==> src/hdl/crm_pkg.sv <==
// shared types, register codes and reset values of the cell range and average monitor
package crm_pkg;

    localparam int VAL_W         = 12;
    localparam int IDX_W         = 5;
    localparam int REG_IDX_W     = 3;
    localparam int CELLS_DEFAULT = 32;

    typedef enum logic [REG_IDX_W-1:0] {
        REG_VOLT_CELL_MIN = 3'd0,
        REG_VOLT_CELL_MAX = 3'd1,
        REG_VOLT_MEAN_MIN = 3'd2,
        REG_VOLT_MEAN_MAX = 3'd3,
        REG_TEMP_CELL_MIN = 3'd4,
        REG_TEMP_CELL_MAX = 3'd5,
        REG_TEMP_MEAN_MIN = 3'd6,
        REG_TEMP_MEAN_MAX = 3'd7
    } reg_idx_t;

    localparam logic [VAL_W-1:0] VOLT_CELL_MIN_RST = 12'd100;
    localparam logic [VAL_W-1:0] VOLT_CELL_MAX_RST = 12'd240;
    localparam logic [VAL_W-1:0] VOLT_MEAN_MIN_RST = 12'd120;
    localparam logic [VAL_W-1:0] VOLT_MEAN_MAX_RST = 12'd220;
    localparam logic [VAL_W-1:0] TEMP_CELL_MIN_RST = 12'd50;
    localparam logic [VAL_W-1:0] TEMP_CELL_MAX_RST = 12'd85;
    localparam logic [VAL_W-1:0] TEMP_MEAN_MIN_RST = 12'd55;
    localparam logic [VAL_W-1:0] TEMP_MEAN_MAX_RST = 12'd80;

    localparam logic KIND_VOLT = 1'b0;
    localparam logic KIND_TEMP = 1'b1;

    typedef enum logic [1:0] {
        FAULT_NONE = 2'd0,
        FAULT_VOLT = 2'd1,
        FAULT_TEMP = 2'd2
    } fault_t;

    typedef struct packed {
        logic             reading_kind;
        logic [VAL_W-1:0] reading_value;
    } reading_t;

    typedef struct packed {
        logic [1:0]       fault_kind;
        logic             on_mean;
        logic [IDX_W-1:0] cell_index;
        logic [VAL_W-1:0] fault_value;
    } verdict_t;

    typedef struct packed {
        logic [VAL_W-1:0] lo;
        logic [VAL_W-1:0] hi;
    } cell_win_t;

    // end-of-scan summary handed from the accumulator to the verdict stage
    typedef struct packed {
        logic             kind;
        logic             cell_fault;
        logic [IDX_W-1:0] cell_index;
        logic [VAL_W-1:0] cell_value;
    } scan_info_t;

endpackage

==> src/hdl/crm_cfg.sv <==
// threshold registers, mean bounds kept pre-scaled by the scan length
module crm_cfg #(
    parameter int CELLS = crm_pkg::CELLS_DEFAULT
) (
    input  logic                                  aclk,
    input  logic                                  aresetn,
    input  logic                                  cfg_wr_en,
    input  logic [crm_pkg::REG_IDX_W-1:0]         cfg_wr_index,
    input  logic [crm_pkg::VAL_W-1:0]             cfg_wr_data,
    output crm_pkg::cell_win_t [1:0]              cell_win,
    output logic [1:0][crm_pkg::VAL_W+$clog2(CELLS)-1:0] mean_lo,
    output logic [1:0][crm_pkg::VAL_W+$clog2(CELLS)-1:0] mean_hi
);

    localparam int SUM_W = crm_pkg::VAL_W + $clog2(CELLS);

    localparam logic [SUM_W-1:0] V_LO_RST =
        SUM_W'(crm_pkg::VOLT_MEAN_MIN_RST) * SUM_W'(CELLS);
    localparam logic [SUM_W-1:0] V_HI_RST =
        SUM_W'(crm_pkg::VOLT_MEAN_MAX_RST) * SUM_W'(CELLS);
    localparam logic [SUM_W-1:0] T_LO_RST =
        SUM_W'(crm_pkg::TEMP_MEAN_MIN_RST) * SUM_W'(CELLS);
    localparam logic [SUM_W-1:0] T_HI_RST =
        SUM_W'(crm_pkg::TEMP_MEAN_MAX_RST) * SUM_W'(CELLS);

    crm_pkg::cell_win_t [1:0]    cell_win_reg, cell_win_next;
    logic [1:0][SUM_W-1:0]       mean_lo_reg, mean_lo_next;
    logic [1:0][SUM_W-1:0]       mean_hi_reg, mean_hi_next;
    logic [SUM_W-1:0]            data_scaled;

    assign data_scaled = SUM_W'(cfg_wr_data) * SUM_W'(CELLS);

    always_comb begin
        cell_win_next = cell_win_reg;
        mean_lo_next  = mean_lo_reg;
        mean_hi_next  = mean_hi_reg;
        if (cfg_wr_en) begin
            case (cfg_wr_index)
                crm_pkg::REG_VOLT_CELL_MIN: cell_win_next[crm_pkg::KIND_VOLT].lo = cfg_wr_data;
                crm_pkg::REG_VOLT_CELL_MAX: cell_win_next[crm_pkg::KIND_VOLT].hi = cfg_wr_data;
                crm_pkg::REG_VOLT_MEAN_MIN: mean_lo_next[crm_pkg::KIND_VOLT] = data_scaled;
                crm_pkg::REG_VOLT_MEAN_MAX: mean_hi_next[crm_pkg::KIND_VOLT] = data_scaled;
                crm_pkg::REG_TEMP_CELL_MIN: cell_win_next[crm_pkg::KIND_TEMP].lo = cfg_wr_data;
                crm_pkg::REG_TEMP_CELL_MAX: cell_win_next[crm_pkg::KIND_TEMP].hi = cfg_wr_data;
                crm_pkg::REG_TEMP_MEAN_MIN: mean_lo_next[crm_pkg::KIND_TEMP] = data_scaled;
                crm_pkg::REG_TEMP_MEAN_MAX: mean_hi_next[crm_pkg::KIND_TEMP] = data_scaled;
                default: begin
                end
            endcase
        end
    end

    always_ff @(posedge aclk) begin
        if (!aresetn) begin
            cell_win_reg[crm_pkg::KIND_VOLT].lo <= crm_pkg::VOLT_CELL_MIN_RST;
            cell_win_reg[crm_pkg::KIND_VOLT].hi <= crm_pkg::VOLT_CELL_MAX_RST;
            cell_win_reg[crm_pkg::KIND_TEMP].lo <= crm_pkg::TEMP_CELL_MIN_RST;
            cell_win_reg[crm_pkg::KIND_TEMP].hi <= crm_pkg::TEMP_CELL_MAX_RST;
            mean_lo_reg[crm_pkg::KIND_VOLT]     <= V_LO_RST;
            mean_hi_reg[crm_pkg::KIND_VOLT]     <= V_HI_RST;
            mean_lo_reg[crm_pkg::KIND_TEMP]     <= T_LO_RST;
            mean_hi_reg[crm_pkg::KIND_TEMP]     <= T_HI_RST;
        end else begin
            cell_win_reg <= cell_win_next;
            mean_lo_reg  <= mean_lo_next;
            mean_hi_reg  <= mean_hi_next;
        end
    end

    assign cell_win = cell_win_reg;
    assign mean_lo  = mean_lo_reg;
    assign mean_hi  = mean_hi_reg;

endmodule

==> src/hdl/crm_acc.sv <==
// input register, per-cell window check and scan accumulator
module crm_acc #(
    parameter int CELLS = crm_pkg::CELLS_DEFAULT
) (
    input  logic                                      aclk,
    input  logic                                      aresetn,
    input  logic                                      s_valid,
    output logic                                      s_ready,
    input  crm_pkg::reading_t                         s_data,
    input  crm_pkg::cell_win_t [1:0]                  cell_win,
    output logic                                      scan_valid,
    input  logic                                      scan_take,
    output crm_pkg::scan_info_t                       scan_info,
    output logic [crm_pkg::VAL_W+$clog2(CELLS)-1:0]   scan_sum
);

    localparam int CNT_W = $clog2(CELLS);
    localparam int SUM_W = crm_pkg::VAL_W + CNT_W;

    logic                      in_valid_reg, in_valid_next;
    crm_pkg::reading_t         in_data_reg;
    logic [CNT_W-1:0]          count_reg, count_next;
    logic [SUM_W-1:0]          sum_reg, sum_next;
    logic                      fault_reg, fault_next;
    logic [CNT_W-1:0]          idx_reg, idx_next;
    logic [crm_pkg::VAL_W-1:0] value_reg, value_next;
    logic                      scan_valid_reg, scan_valid_next;
    crm_pkg::scan_info_t       scan_info_reg, scan_info_next;
    logic [SUM_W-1:0]          scan_sum_reg, scan_sum_next;

    crm_pkg::cell_win_t        win;
    logic                      last, bad, fault_now, in_go, scan_free, in_beat;
    logic [CNT_W-1:0]          idx_now;
    logic [crm_pkg::VAL_W-1:0] value_now;
    logic [SUM_W-1:0]          sum_now;

    assign scan_free = !scan_valid_reg || scan_take;
    assign last      = (count_reg == CNT_W'(CELLS - 1));
    // only the closing sample of a scan needs room in the summary register
    assign in_go     = in_valid_reg && (!last || scan_free);
    assign s_ready   = !in_valid_reg || in_go;
    assign in_beat   = s_valid && s_ready;

    always_comb begin
        win       = cell_win[in_data_reg.reading_kind];
        bad       = (in_data_reg.reading_value < win.lo) || (in_data_reg.reading_value > win.hi);
        fault_now = fault_reg || bad;
        idx_now   = fault_reg ? idx_reg : count_reg;
        value_now = fault_reg ? value_reg : in_data_reg.reading_value;
        sum_now   = sum_reg + SUM_W'(in_data_reg.reading_value);

        in_valid_next   = in_beat ? 1'b1 : (in_go ? 1'b0 : in_valid_reg);
        count_next      = count_reg;
        sum_next        = sum_reg;
        fault_next      = fault_reg;
        idx_next        = idx_reg;
        value_next      = value_reg;
        scan_valid_next = scan_take ? 1'b0 : scan_valid_reg;
        scan_info_next  = scan_info_reg;
        scan_sum_next   = scan_sum_reg;

        if (in_go) begin
            if (last) begin
                count_next                = '0;
                sum_next                  = '0;
                fault_next                = 1'b0;
                scan_valid_next           = 1'b1;
                scan_info_next.kind       = in_data_reg.reading_kind;
                scan_info_next.cell_fault = fault_now;
                scan_info_next.cell_index = crm_pkg::IDX_W'(idx_now);
                scan_info_next.cell_value = value_now;
                scan_sum_next             = sum_now;
            end else begin
                count_next = count_reg + CNT_W'(1);
                fault_next = fault_now;
                idx_next   = idx_now;
                value_next = value_now;
                if (!fault_now) begin
                    sum_next = sum_now;
                end
            end
        end
    end

    always_ff @(posedge aclk) begin
        if (!aresetn) begin
            in_valid_reg   <= 1'b0;
            count_reg      <= '0;
            sum_reg        <= '0;
            fault_reg      <= 1'b0;
            scan_valid_reg <= 1'b0;
        end else begin
            in_valid_reg   <= in_valid_next;
            count_reg      <= count_next;
            sum_reg        <= sum_next;
            fault_reg      <= fault_next;
            scan_valid_reg <= scan_valid_next;
        end
    end

    always_ff @(posedge aclk) begin
        if (in_beat) begin
            in_data_reg <= s_data;
        end
        idx_reg       <= idx_next;
        value_reg     <= value_next;
        scan_info_reg <= scan_info_next;
        scan_sum_reg  <= scan_sum_next;
    end

    assign scan_valid = scan_valid_reg;
    assign scan_info  = scan_info_reg;
    assign scan_sum   = scan_sum_reg;

endmodule

==> src/hdl/crm_verdict.sv <==
// mean bound check, truncated mean and result register
module crm_verdict #(
    parameter int CELLS = crm_pkg::CELLS_DEFAULT
) (
    input  logic                                      aclk,
    input  logic                                      aresetn,
    input  logic                                      scan_valid,
    output logic                                      scan_take,
    input  crm_pkg::scan_info_t                       scan_info,
    input  logic [crm_pkg::VAL_W+$clog2(CELLS)-1:0]   scan_sum,
    input  logic [1:0][crm_pkg::VAL_W+$clog2(CELLS)-1:0] mean_lo,
    input  logic [1:0][crm_pkg::VAL_W+$clog2(CELLS)-1:0] mean_hi,
    output logic                                      m_valid,
    input  logic                                      m_ready,
    output crm_pkg::verdict_t                         m_data
);

    localparam int CNT_W      = $clog2(CELLS);
    localparam int SUM_W      = crm_pkg::VAL_W + CNT_W;
    localparam int RECIP_W    = SUM_W + 1;
    localparam int PROD_W     = SUM_W + RECIP_W;
    localparam int MEAN_SHIFT = SUM_W + CNT_W;
    // ceil(2^shift / cells) gives the exact floor quotient for every sum below 2^SUM_W
    localparam longint unsigned RECIP =
        ((64'd1 << MEAN_SHIFT) + 64'(CELLS) - 64'd1) / 64'(CELLS);
    localparam logic [RECIP_W-1:0] RECIP_V = RECIP_W'(RECIP);

    logic              m_valid_reg, m_valid_next;
    crm_pkg::verdict_t m_data_reg, m_data_next;

    logic [PROD_W-1:0]         prod;
    logic [crm_pkg::VAL_W-1:0] mean;
    logic                      mean_bad;
    logic [1:0]                kind_code;

    assign scan_take = scan_valid && (!m_valid_reg || m_ready);

    always_comb begin
        prod      = PROD_W'(scan_sum) * PROD_W'(RECIP_V);
        mean      = prod[MEAN_SHIFT +: crm_pkg::VAL_W];
        mean_bad  = (scan_sum < mean_lo[scan_info.kind]) || (scan_sum > mean_hi[scan_info.kind]);
        kind_code = scan_info.kind ? crm_pkg::FAULT_TEMP : crm_pkg::FAULT_VOLT;

        m_data_next = '0;
        if (scan_info.cell_fault) begin
            m_data_next.fault_kind  = kind_code;
            m_data_next.cell_index  = scan_info.cell_index;
            m_data_next.fault_value = scan_info.cell_value;
        end else if (mean_bad) begin
            m_data_next.fault_kind  = kind_code;
            m_data_next.on_mean     = 1'b1;
            m_data_next.fault_value = mean;
        end

        m_valid_next = scan_take ? 1'b1 : (m_ready ? 1'b0 : m_valid_reg);
    end

    always_ff @(posedge aclk) begin
        if (!aresetn) begin
            m_valid_reg <= 1'b0;
        end else begin
            m_valid_reg <= m_valid_next;
        end
    end

    always_ff @(posedge aclk) begin
        if (scan_take) begin
            m_data_reg <= m_data_next;
        end
    end

    assign m_valid = m_valid_reg;
    assign m_data  = m_data_reg;

endmodule

==> src/hdl/cell_range_and_average_monitor.sv <==
// top level of the cell range and average monitor
//
//  port group   dir  handshake          payload
//  s_           in   s_valid/s_ready    reading_t: reading_kind, reading_value
//  m_           out  m_valid/m_ready    verdict_t: fault_kind, on_mean, cell_index, fault_value
//  cfg_wr_      in   cfg_wr_en          cfg_wr_index, cfg_wr_data
//
// one reading per cycle unless a scan end stalls; window check and accumulate sit behind
// the input register; a scan's verdict then passes the summary and result registers
// the reported mean costs one multiply by a reciprocal between summary and result registers
// synchronous active-low reset restores thresholds and clears the scan in progress
// a held result stalls the input only once the summary stage is also full at a scan end
module cell_range_and_average_monitor #(
    parameter int CELLS = crm_pkg::CELLS_DEFAULT
) (
    input  logic                          aclk,
    input  logic                          aresetn,
    input  logic                          s_valid,
    output logic                          s_ready,
    input  crm_pkg::reading_t             s_data,
    output logic                          m_valid,
    input  logic                          m_ready,
    output crm_pkg::verdict_t             m_data,
    input  logic                          cfg_wr_en,
    input  logic [crm_pkg::REG_IDX_W-1:0] cfg_wr_index,
    input  logic [crm_pkg::VAL_W-1:0]     cfg_wr_data
);

    localparam int SUM_W = crm_pkg::VAL_W + $clog2(CELLS);

    crm_pkg::cell_win_t [1:0] cell_win;
    logic [1:0][SUM_W-1:0]    mean_lo;
    logic [1:0][SUM_W-1:0]    mean_hi;
    logic                     scan_valid;
    logic                     scan_take;
    crm_pkg::scan_info_t      scan_info;
    logic [SUM_W-1:0]         scan_sum;

    crm_cfg #(
        .CELLS(CELLS)
    ) u_cfg (
        .aclk        (aclk),
        .aresetn     (aresetn),
        .cfg_wr_en   (cfg_wr_en),
        .cfg_wr_index(cfg_wr_index),
        .cfg_wr_data (cfg_wr_data),
        .cell_win    (cell_win),
        .mean_lo     (mean_lo),
        .mean_hi     (mean_hi)
    );

    crm_acc #(
        .CELLS(CELLS)
    ) u_acc (
        .aclk      (aclk),
        .aresetn   (aresetn),
        .s_valid   (s_valid),
        .s_ready   (s_ready),
        .s_data    (s_data),
        .cell_win  (cell_win),
        .scan_valid(scan_valid),
        .scan_take (scan_take),
        .scan_info (scan_info),
        .scan_sum  (scan_sum)
    );

    crm_verdict #(
        .CELLS(CELLS)
    ) u_verdict (
        .aclk      (aclk),
        .aresetn   (aresetn),
        .scan_valid(scan_valid),
        .scan_take (scan_take),
        .scan_info (scan_info),
        .scan_sum  (scan_sum),
        .mean_lo   (mean_lo),
        .mean_hi   (mean_hi),
        .m_valid   (m_valid),
        .m_ready   (m_ready),
        .m_data    (m_data)
    );

    // a clean scan reports all-zero fields
    assert property (@(posedge aclk) disable iff (!aresetn)
        m_valid && (m_data.fault_kind == crm_pkg::FAULT_NONE) |->
            !m_data.on_mean && (m_data.cell_index == '0) && (m_data.fault_value == '0))
        else $error("clean verdict carries fault detail");

    // a mean fault names a kind and no cell
    assert property (@(posedge aclk) disable iff (!aresetn)
        m_valid && m_data.on_mean |->
            (m_data.fault_kind != crm_pkg::FAULT_NONE) && (m_data.cell_index == '0))
        else $error("mean fault with bad kind or cell index");

    // only the defined fault codes leave the block
    assert property (@(posedge aclk) disable iff (!aresetn)
        m_valid |-> (m_data.fault_kind == crm_pkg::FAULT_NONE) ||
                    (m_data.fault_kind == crm_pkg::FAULT_VOLT) ||
                    (m_data.fault_kind == crm_pkg::FAULT_TEMP))
        else $error("undefined fault kind");

    // a summary taken by the result stage must show up as a result beat
    assert property (@(posedge aclk) disable iff (!aresetn)
        scan_take |=> m_valid)
        else $error("summary taken but no result beat");

endmodule

==> config.mk <==
export PLATFORM = sky130hd
export DESIGN_NAME = cell_range_and_average_monitor
export DESIGN_NICKNAME = d
export VERILOG_FILES = /design/src/hdl/crm_pkg.sv /design/src/hdl/crm_cfg.sv /design/src/hdl/crm_acc.sv /design/src/hdl/crm_verdict.sv /design/src/hdl/cell_range_and_average_monitor.sv
export SDC_FILE = /design/constraint.sdc
export NUM_CORES = 1
export LEC_CHECK = 0
export ABC_AREA = 0
export BUFFER_PORTS_ARGS = -buffer_cell sky130_fd_sc_hd__buf_4
export CAP_MARGIN = 15
export CORE_ASPECT_RATIO = 1.25
export CORE_MARGIN = 2
export CORE_UTILIZATION = 60
export CTS_BUF_LIST = sky130_fd_sc_hd__clkbuf_8
export CTS_CLUSTER_SIZE = 28
export DETAILED_ROUTE_END_ITERATION = 8
export PLACE_DENSITY = 0.79
export REMOVE_ABC_BUFFERS = 1
export SYNTH_ARGS = -nofsm -noshare
export SYNTH_HDL_FRONTEND = slang
export SYNTH_SLANG_ARGS = --single-unit
==> constraint.sdc <==
create_clock -name aclk -period 3.7 [get_ports aclk]
set_input_delay 0.185 -clock aclk [delete_from_list [all_inputs] [get_ports aclk]]
set_output_delay 0.185 -clock aclk [all_outputs]
set_load 0.03 [all_outputs]
==> results of run 1 <==
==> critical path, delay by kind of cell (launching register included) <==
family / cells / cell delay, ps
AO/OA/AOI/OAI: 6 / 1570
adder cells (fa/ha/maj): 1 / 270
buffers and inverters: 1 / 390
flip-flops: 1 / 340
multiplexers: 1 / 280
AND/OR/NAND/NOR: 1 / 130
==> final cells by class <==
type / count / area share (%)
flip-flops and latches: 208 / 45.9
inverters: 11 / 0.377
multi-input cells: 687 / 38.6
well taps: 212 / 2.42
clock inverters: 19 / 0.961
repair buffers: 91 / 7.09
clock buffers: 37 / 4.66
==> power groups by stage <==
stage,clock [mW],sequential (mW),combinational [mW]
detailed placement,0,2.55,0.404
CTS,1.85,2.50,0.429
floorplan,0,2.54,0.251
global placement,0,2.55,0.394
finish,1.82,2.50,0.435
global route,1.94,2.50,0.476
==> routing by layer <==
layer	global-route usage [%]	share of wire, %
met5	0	0
met4	9.97	3.3
met1	35.6	41
met2	45.7	49
met3	3.29	5.8
==> kinds of logic (layout without fill, tap and decap cells) <==
family                     count (synthesis)  count (layout)  share of synthesized area [%]
AOI/OAI and AO/OA                        180             180                           11.2
muxes                                     64              64                           7.02
and+or+nand+nor                          370             370                           16.8
xor gates and xnor gates                  12              12                           1.10
buffers and inverters                     68             158                           3.00
DFF                                      208             208                           52.8
adders and majority gates                 61              61                           8.10
==> Yosys cell counts, types with 2 or more instances <==
cell type	n	share of area, %
nand2_1	237	9.3
dfxtp_1	122	26
a21oi_1	92	4.8
edfxtp_1	86	27
ha_1	60	7.9
mux2i_1	45	4.7
clkbuf_1	42	1.7
nand3_1	39	2.1
nor2_1	30	1.2
o21ai_0	29	1.5
mux2_2	18	2.1
nand4_1	12	0.79
clkbuf_2	11	0.58
inv_1	11	0.43
a22o_1	10	0.92
xnor2_1	10	0.92
a21o_1	9	0.71
nor3_1	8	0.42
nor4_1	8	0.53
a31oi_1	7	0.46
and2_1	7	0.46
and3_1	7	0.46
nand2b_1	7	0.46
nor2b_1	7	0.46
a211oi_1	6	0.47
o21a_1	6	0.47
a211o_1	5	0.46
o211ai_1	4	0.32
or3_1	3	0.20
a22oi_1	2	0.16
buf_6	2	0.24
o311ai_0	2	0.18
or2_2	2	0.13
xor2_1	2	0.18
==> worst max-delay path by stage <==
stage	startpoint	to	slack, ps	cells after the start
after floorplan	u_acc.in_data_reg[12]$_DFFE_PP_	u_acc.sum_reg[15]$_SDFFE_PN0P_	250	9
after global placement	u_acc.in_data_reg[12]$_DFFE_PP_	u_acc.sum_reg[13]$_SDFFE_PN0P_	760	10
after detailed placement	u_acc.in_data_reg[12]$_DFFE_PP_	u_acc.sum_reg[14]$_SDFFE_PN0P_	660	10
after CTS	u_acc.in_data_reg[12]$_DFFE_PP_	u_acc.sum_reg[14]$_SDFFE_PN0P_	600	10
after global routing	u_acc.in_data_reg[12]$_DFFE_PP_	u_acc.sum_reg[13]$_SDFFE_PN0P_	470	10
final	u_acc.in_data_reg[12]$_DFFE_PP_	u_acc.sum_reg[14]$_SDFFE_PN0P_	570	10
==> metrics by stage <==
stage / hold WS, ps / cell area [sq um] / utilization (%)
finish: 19.1 / 10900 / 70.3
global route: 20.2 / 10900 / 70.3
CTS: 0.177 / 10900 / 70.3
detailed placement: 364 / 10100 / 64.6
global placement: 364 / 10100 / 64.6
floorplan: 257 / 9280 / -
==> results.txt, run 1 <==
Dividing total power by cell area gives a power density of 435 mW/mm^2. The number of flops mapped to enable cells by yosys came out at 86. In this run switching power makes up between 20% and 30% of total power. The total instance count after detailed placement is approximately 1200. STA classifies the critical path endpoint as a flip-flop. The max-cap violation count came out at 0.

Traced cell by cell, the critical path runs through buf_4, mux2i_1, ha_1, nor2b_1, o211ai_1, a21oi_1, o311a_1, o21ba_1, o21a_2, a211o_1. The headroom to the max-slew limit is between 30% and 40%. The detail-routed via count per cell is about 5.8. The total number of clock tree sinks is about 210. The repair_antennas step left the layout with diodes totalling 0. The final critical path time including I/O delays and setup is ~3100 ps. The share of synthesized area occupied by flip-flops and latches is 52.8%. The area of the die came out at ~0.017 sq mm. Internal power comes to ~3.6 mW.

In the global route stage, overall resource usage came out at between 20% and 30%. The post-CTS setup repair buffer count is 0. The synthesized netlist occupies a cell area of between 0.009 and 0.01 sq mm. TritonCTS built the clock tree. The number of warnings printed during yosys synthesis came out at 0. The first detailed-routing pass ran for 5 iterations.

For this run, the number of standard cells in the final layout without fillers is 1265. OpenSTA, run right after detailed placement, puts the worst setup slack at between 600 and 700 ps. The sequential cells in the finished layout cover a total of about 0.0050 sq mm. The final wirelength came out at 22400 um.

The slack of the worst reg-to-reg path is roughly 570 ps. The final worst-path cycle share came out at a little over four fifths. The combinational power share is under 10%. The largest net degree at the start of global routing is 51. The clock tree buffer depth is 3.

After clock tree synthesis, the flow added hold-fix buffers numbering 27. Across all setup checks in the final design, the least slack found is between 500 and 600 ps. The post-route setup TNS came out at 0 ps.

Of all nets on the critical path, the largest fanout is 25. TritonCTS created 30 clock buffers. The final setup skew came out at roughly 25 ps.

At the end of routability-driven placement, the weighted congestion stood at 0.853. The largest voltage drop on the vdd net came out at 0.348 mV. In the final layout, the multi-input gates occupy 0.00422 sq mm. At the worst endpoint, the arrival time is between 3000 and 4000 ps.

The total half-perimeter wirelength after legalization and detailed placement is between 15000 and 20000 um. In the layout the commonest cells are nand2_1 (237), dfxtp_1 (122), a21oi_1 (92), edfxtp_1 (86), buf_4 (62). The sink of the worst hold path is u_cfg.cell_win[24]$_SDFFE_PN1P_.

The via count is roughly 7300. The tightest min-delay check is of the in -> reg type. The actual slew at the worst max-slew pin is between 900 and 1000 ps. The analysis attributes to net switching a power of 1.15 mW. The first global-routing pass estimated roughly 35000 um of wire. The layout filler cell count came out at 1216. Per report_power, the sequential group accounts for 52.5% of the total. The worst register-to-register path ends at u_acc.sum_reg[14]$_SDFFE_PN0P_. After clock tree synthesis, the clock-pin slew on the worst setup and hold paths is 70 ps.

The number of flip-flops and latches in the synthesized netlist came out at between 200 and 250. Once the floorplan was initialized, standard cells occupied around three fifths of the core. The aggregate global routing overflow is 0. The via count of the first global-routing pass is around 6800. CTS built an H-tree with a depth of 1. The die outline height is between 100 and 150 um.

The longest individual stage delay on the worst path came out at approximately 410 ps. The net count of the finished layout came out at ~1100. For this design the top-level I/O count stands at 55. The final count of pins violating max slew is 0. The sum of internal, switching and leakage power came out at 4.76 mW. At the later pin of the worst-skew pair, clock insertion delay measures between 500 and 600 ps.

The leakage power is between 4 and 5 nW. The share of total power dissipated in the clock network is a little under two fifths. The run finished with clean final reports.

The count of nets left with antenna violations once routing finished came out at 0. In this run the most critical hold path is launched from aresetn. The flip-flop count of the largest register, all copies and words added is between 40 and 50. The post-cts repair resize count came out at 0. The depth of the worst hold-timing path is 2. The starting DRC count in detailed routing came out at between 500 and 600. The number of remaining DRC errors is 0. The synthesized area per cell is 9.89 sq um.

The critical path is of the reg -> reg type. The synthesis-to-finish area growth is 14.9%. Based on the critical path, the design can be clocked at up to ~0.32 GHz.

The leading cell type in the layout, fill and taps excluded is nand2_1. Dividing the detail-routed wire length by the instance count gives around 18 um. The instance count of the mapped netlist is around 960.

The placeable core area is 0.0156 sq mm. The initialized floorplan defines 51 standard-cell rows. The total setup violations reported at the end of the flow came out at 0. The slowest stage of the critical path is the o311a_1 cell. The depth of the worst register-to-register path is 10.

The share of cells above drive strength 1 is 12.7%. The initial antenna violation count came to 0. Input and output buffers added on the ports amount to 54. The data required time at the worst endpoint is 4140 ps. Setup repair after global routing left no endpoint under its margin. The final hold violation count came out at 0. The tree is rooted in a clkbuf_8.

The number of library cell types mapped by synthesis is between 40 and 50. Among all flip-flop cells after synthesis, the most frequent one is dfxtp_1. The die boundary width came out at roughly 120 um. The critical register-to-register path startpoint is u_acc.in_data_reg[12]$_DFFE_PP_. The sort of element at the start of the critical path is a flip-flop. The async set-or-reset flop fraction in the synthesized netlist came out at 0%.
Note: power is estimated with default switching activity, not from simulation.
==> run 2: changes to the inputs <==
- CORE_UTILIZATION: 60 -> 57
- PLACE_DENSITY: 0.79 -> 0.78
- clock period: 3.7 -> 2.83 ns (I/O delays scaled with it)
==> results.txt, run 2 (synthesis results as in run 1) <==
The total track usage came to 26.4% (-0.60 points). The die outline height is 148 um (+2.5%). The clock tree buffer depth is 3 (unchanged). The max-cap violation count is 0 (unchanged).

The final worst-path cycle share is 98.8% (+14 points). The largest voltage drop on the vdd net is 0.381 mV (+9.3%). The synthesis-to-finish area growth is 19.2%.

The starting DRC count in detailed routing came to 637 (+17%). The total half-perimeter wirelength after legalization and detailed placement is 15600 um (+2.7%). The final hold violation count is 0 (unchanged). The number of search-and-repair iterations in the first detailed-routing pass came to 5 (unchanged). The global-route wire length before repair came out at 36700 um (+4.4%).

The routed wirelength normalized by instance count came to 18.1 um (+2.0%). The via count of the first global-routing pass came out at 7123 (+4.6%). The clock-pin slew reported for the worst setup and hold paths after clock tree synthesis is 70 ps (about the same). The via count came out at 7467 (+2.3%). The layout filler cell count is 1246 (+2.5%). The number of nets with antenna violations after detailed routing came out at 0 (unchanged). The root buffer cell chosen for the clock tree is clkbuf_8.

The worst path arrival time was 3240 ps (-320 ps). The starting density of the core is 58.5% (-2.6 points). The final standard cell utilization of the core is 69.8% (-0.50 points).

The final weighted congestion in routability-driven placement came out at 0.865 (+1.4%). TritonCTS built the clock tree. The flip-flop count of the largest register, all copies and words added is 48 (unchanged). The final critical path time including I/O delays and setup came out at 2800 ps (-331 ps). The largest net degree at the start of global routing came to 35 (-31%). The number of remaining DRC errors came out at 0 (unchanged). The post-route setup TNS came out at 0 ps (unchanged). The share of cells above drive strength 1 is 17.1% (+4.4 points).

The element type at the critical path end is a flip-flop. The power per cell area came out at 562 mW/mm^2 (+29%). The depth of the CTS H-tree came out at 1 (unchanged).

The initial antenna violation count came out at 0 (unchanged). The net count of the finished layout is 1160 (+3.3%). The die boundary width is 120 um (+2.5%). The TritonCTS buffer count was 30 (unchanged). The placement-stage cell area is 0.0102 sq mm (+1.9%). The clock latency at the later pin of the worst-skew pair is 570 ps (about the same). The count of inserted antenna diode cells was 0 (unchanged). The aggregate global routing overflow came out at 0 (unchanged). The worst-path maximum fanout came out at 16 (-36%). The total setup violations reported at the end of the flow came out at 0 (unchanged). The placeable core area came out at 0.0163 sq mm (+4.5%). The slack of the critical path came out at 33.7 ps (-539 ps). The number of standard-cell rows in the floorplan is 52 (+2.0%). Setup repair after global routing could not meet its margin everywhere. The actual slew at the worst max-slew pin came out at 995 ps (+10.7 ps). The detail-routed via count per cell came out at 5.72 (-0.86%). The summed area of non-filler cells in the final layout is 0.0113 sq mm (+3.7%). The worst slack after detailed placement is -44.5 ps (-708 ps). The final wirelength is 23600 um (+5.2%). The final setup skew is 15.8 ps (-9.52 ps). The area of the die is 0.0178 sq mm (+5.1%). The headroom to the max-slew limit came out at 33.4% (-0.66 points). The quantity of I/O buffers inserted on ports came out at 54 (unchanged). The final count of pins violating max slew came out at 0 (unchanged). STA classifies the critical path startpoint as a flip-flop. The number of placed I/O pins was 55 (unchanged).

The top cell types in the final layout, fill and taps aside, are nand2_1 (237), dfxtp_1 (122), buf_4 (93), a21oi_1 (92), edfxtp_1 (86). The path class of the tightest hold or removal check is in -> reg. The flow ran to the end, and the final reports show no timing, DRC or antenna violations. The leading cell type in the layout, fill and taps excluded is nand2_1. The leakage power came to 4.64 nW (+4.3%).

The data required time at the worst endpoint is 3280 ps (-860 ps). The critical path is of the reg -> reg type. The total number of clock tree sinks came out at 208 (unchanged). The maximum operating frequency was 0.358 GHz (+12%).
## run 2: cell count changes in the layout (fill, tap and decap cells not counted), moves of 2 or more
cell           delta
nor4_1            -7
buf_4            +31
dlygate4sd3_1     +3
clkbuf_8          +2
buf_6             +2
mux2i_1           -2
nor4_2            +7
clkinv_1          -3
mux2i_2           +2
## run 2: final cells by class
type | instances | area [sq um] | area share, %
multi-input cells | 688 | 4320 | 38.1
flip-flops and latches | 208 | 5020 | 44.3
inverters | 11 | 41.3 | 0.364
repair buffers | 127 | 1060 | 9.35
well taps | 216 | 270 | 2.38
clock inverters | 16 | 95.1 | 0.838
clock buffers | 39 | 537 | 4.73
## run 2: metrics by stage
step / std cells / total power, mW / hold WS [ps]
6_report: 1305 / 6.38 / 131
5_1_grt: 1305 / 6.60 / 139
4_1_cts: 1302 / 6.36 / 101
3_5_place_dp: 1213 / 3.90 / 321
3_3_place_gp: 1213 / 3.88 / 321
2_1_floorplan: 906 / 3.65 / 213
## run 2: worst paths after layout
check,from,end,slack [ps],depth (start not counted)
setup / recovery,u_acc.in_data_reg[12]$_DFFE_PP_,u_acc.sum_reg[15]$_SDFFE_PN0P_,30,10
hold / removal,cfg_wr_index[2],u_cfg.cell_win[10]$_SDFFE_PN0P_,130,5
setup reg to reg,u_acc.in_data_reg[12]$_DFFE_PP_,u_acc.sum_reg[15]$_SDFFE_PN0P_,30,10
hold reg to reg,u_cfg.mean_lo[16]$_SDFFE_PN0P_,u_cfg.mean_lo[16]$_SDFFE_PN0P_,450,2
## run 2: routing by layer
| metal | GRT usage (%) | vias to the layer above | part of all wire [%] |
|---|---|---|---|
| li1 | - | 3615 | - |
| met2 | 45.2 | 261 | 50 |
| met4 | 13.1 | 0 | 4.0 |
| met5 | 0 | - | 0 |
| met3 | 3.64 | 62 | 6.1 |
| met1 | 32.7 | 3529 | 40 |
## run 2: what timing repair did
item,in CTS,in global routing
resized for setup,2,24
pin swaps,0,2
cloned,0,2
buffers inserted,4,1
hold buffers,30,0
setup endpoints to repair,5,30
endpoints found under the hold margin,112,0
## run 2: report_power, final
group          switching [mW]  internal [mW]
clock network            1.14           1.33
registers              0.0572           3.21
logic                   0.365          0.284
total                    1.57           4.82
## run 2: worst max-delay path, stage by stage, from the launching register on
cell	delay (ps)
edfxtp_1	410
buf_12	180
mux2i_1	120
ha_1	310
nand4_1	100
a21oi_1	170
a211oi_2	100
or4_4	490
o21ba_1	240
o21a_4	260
a211o_1	300
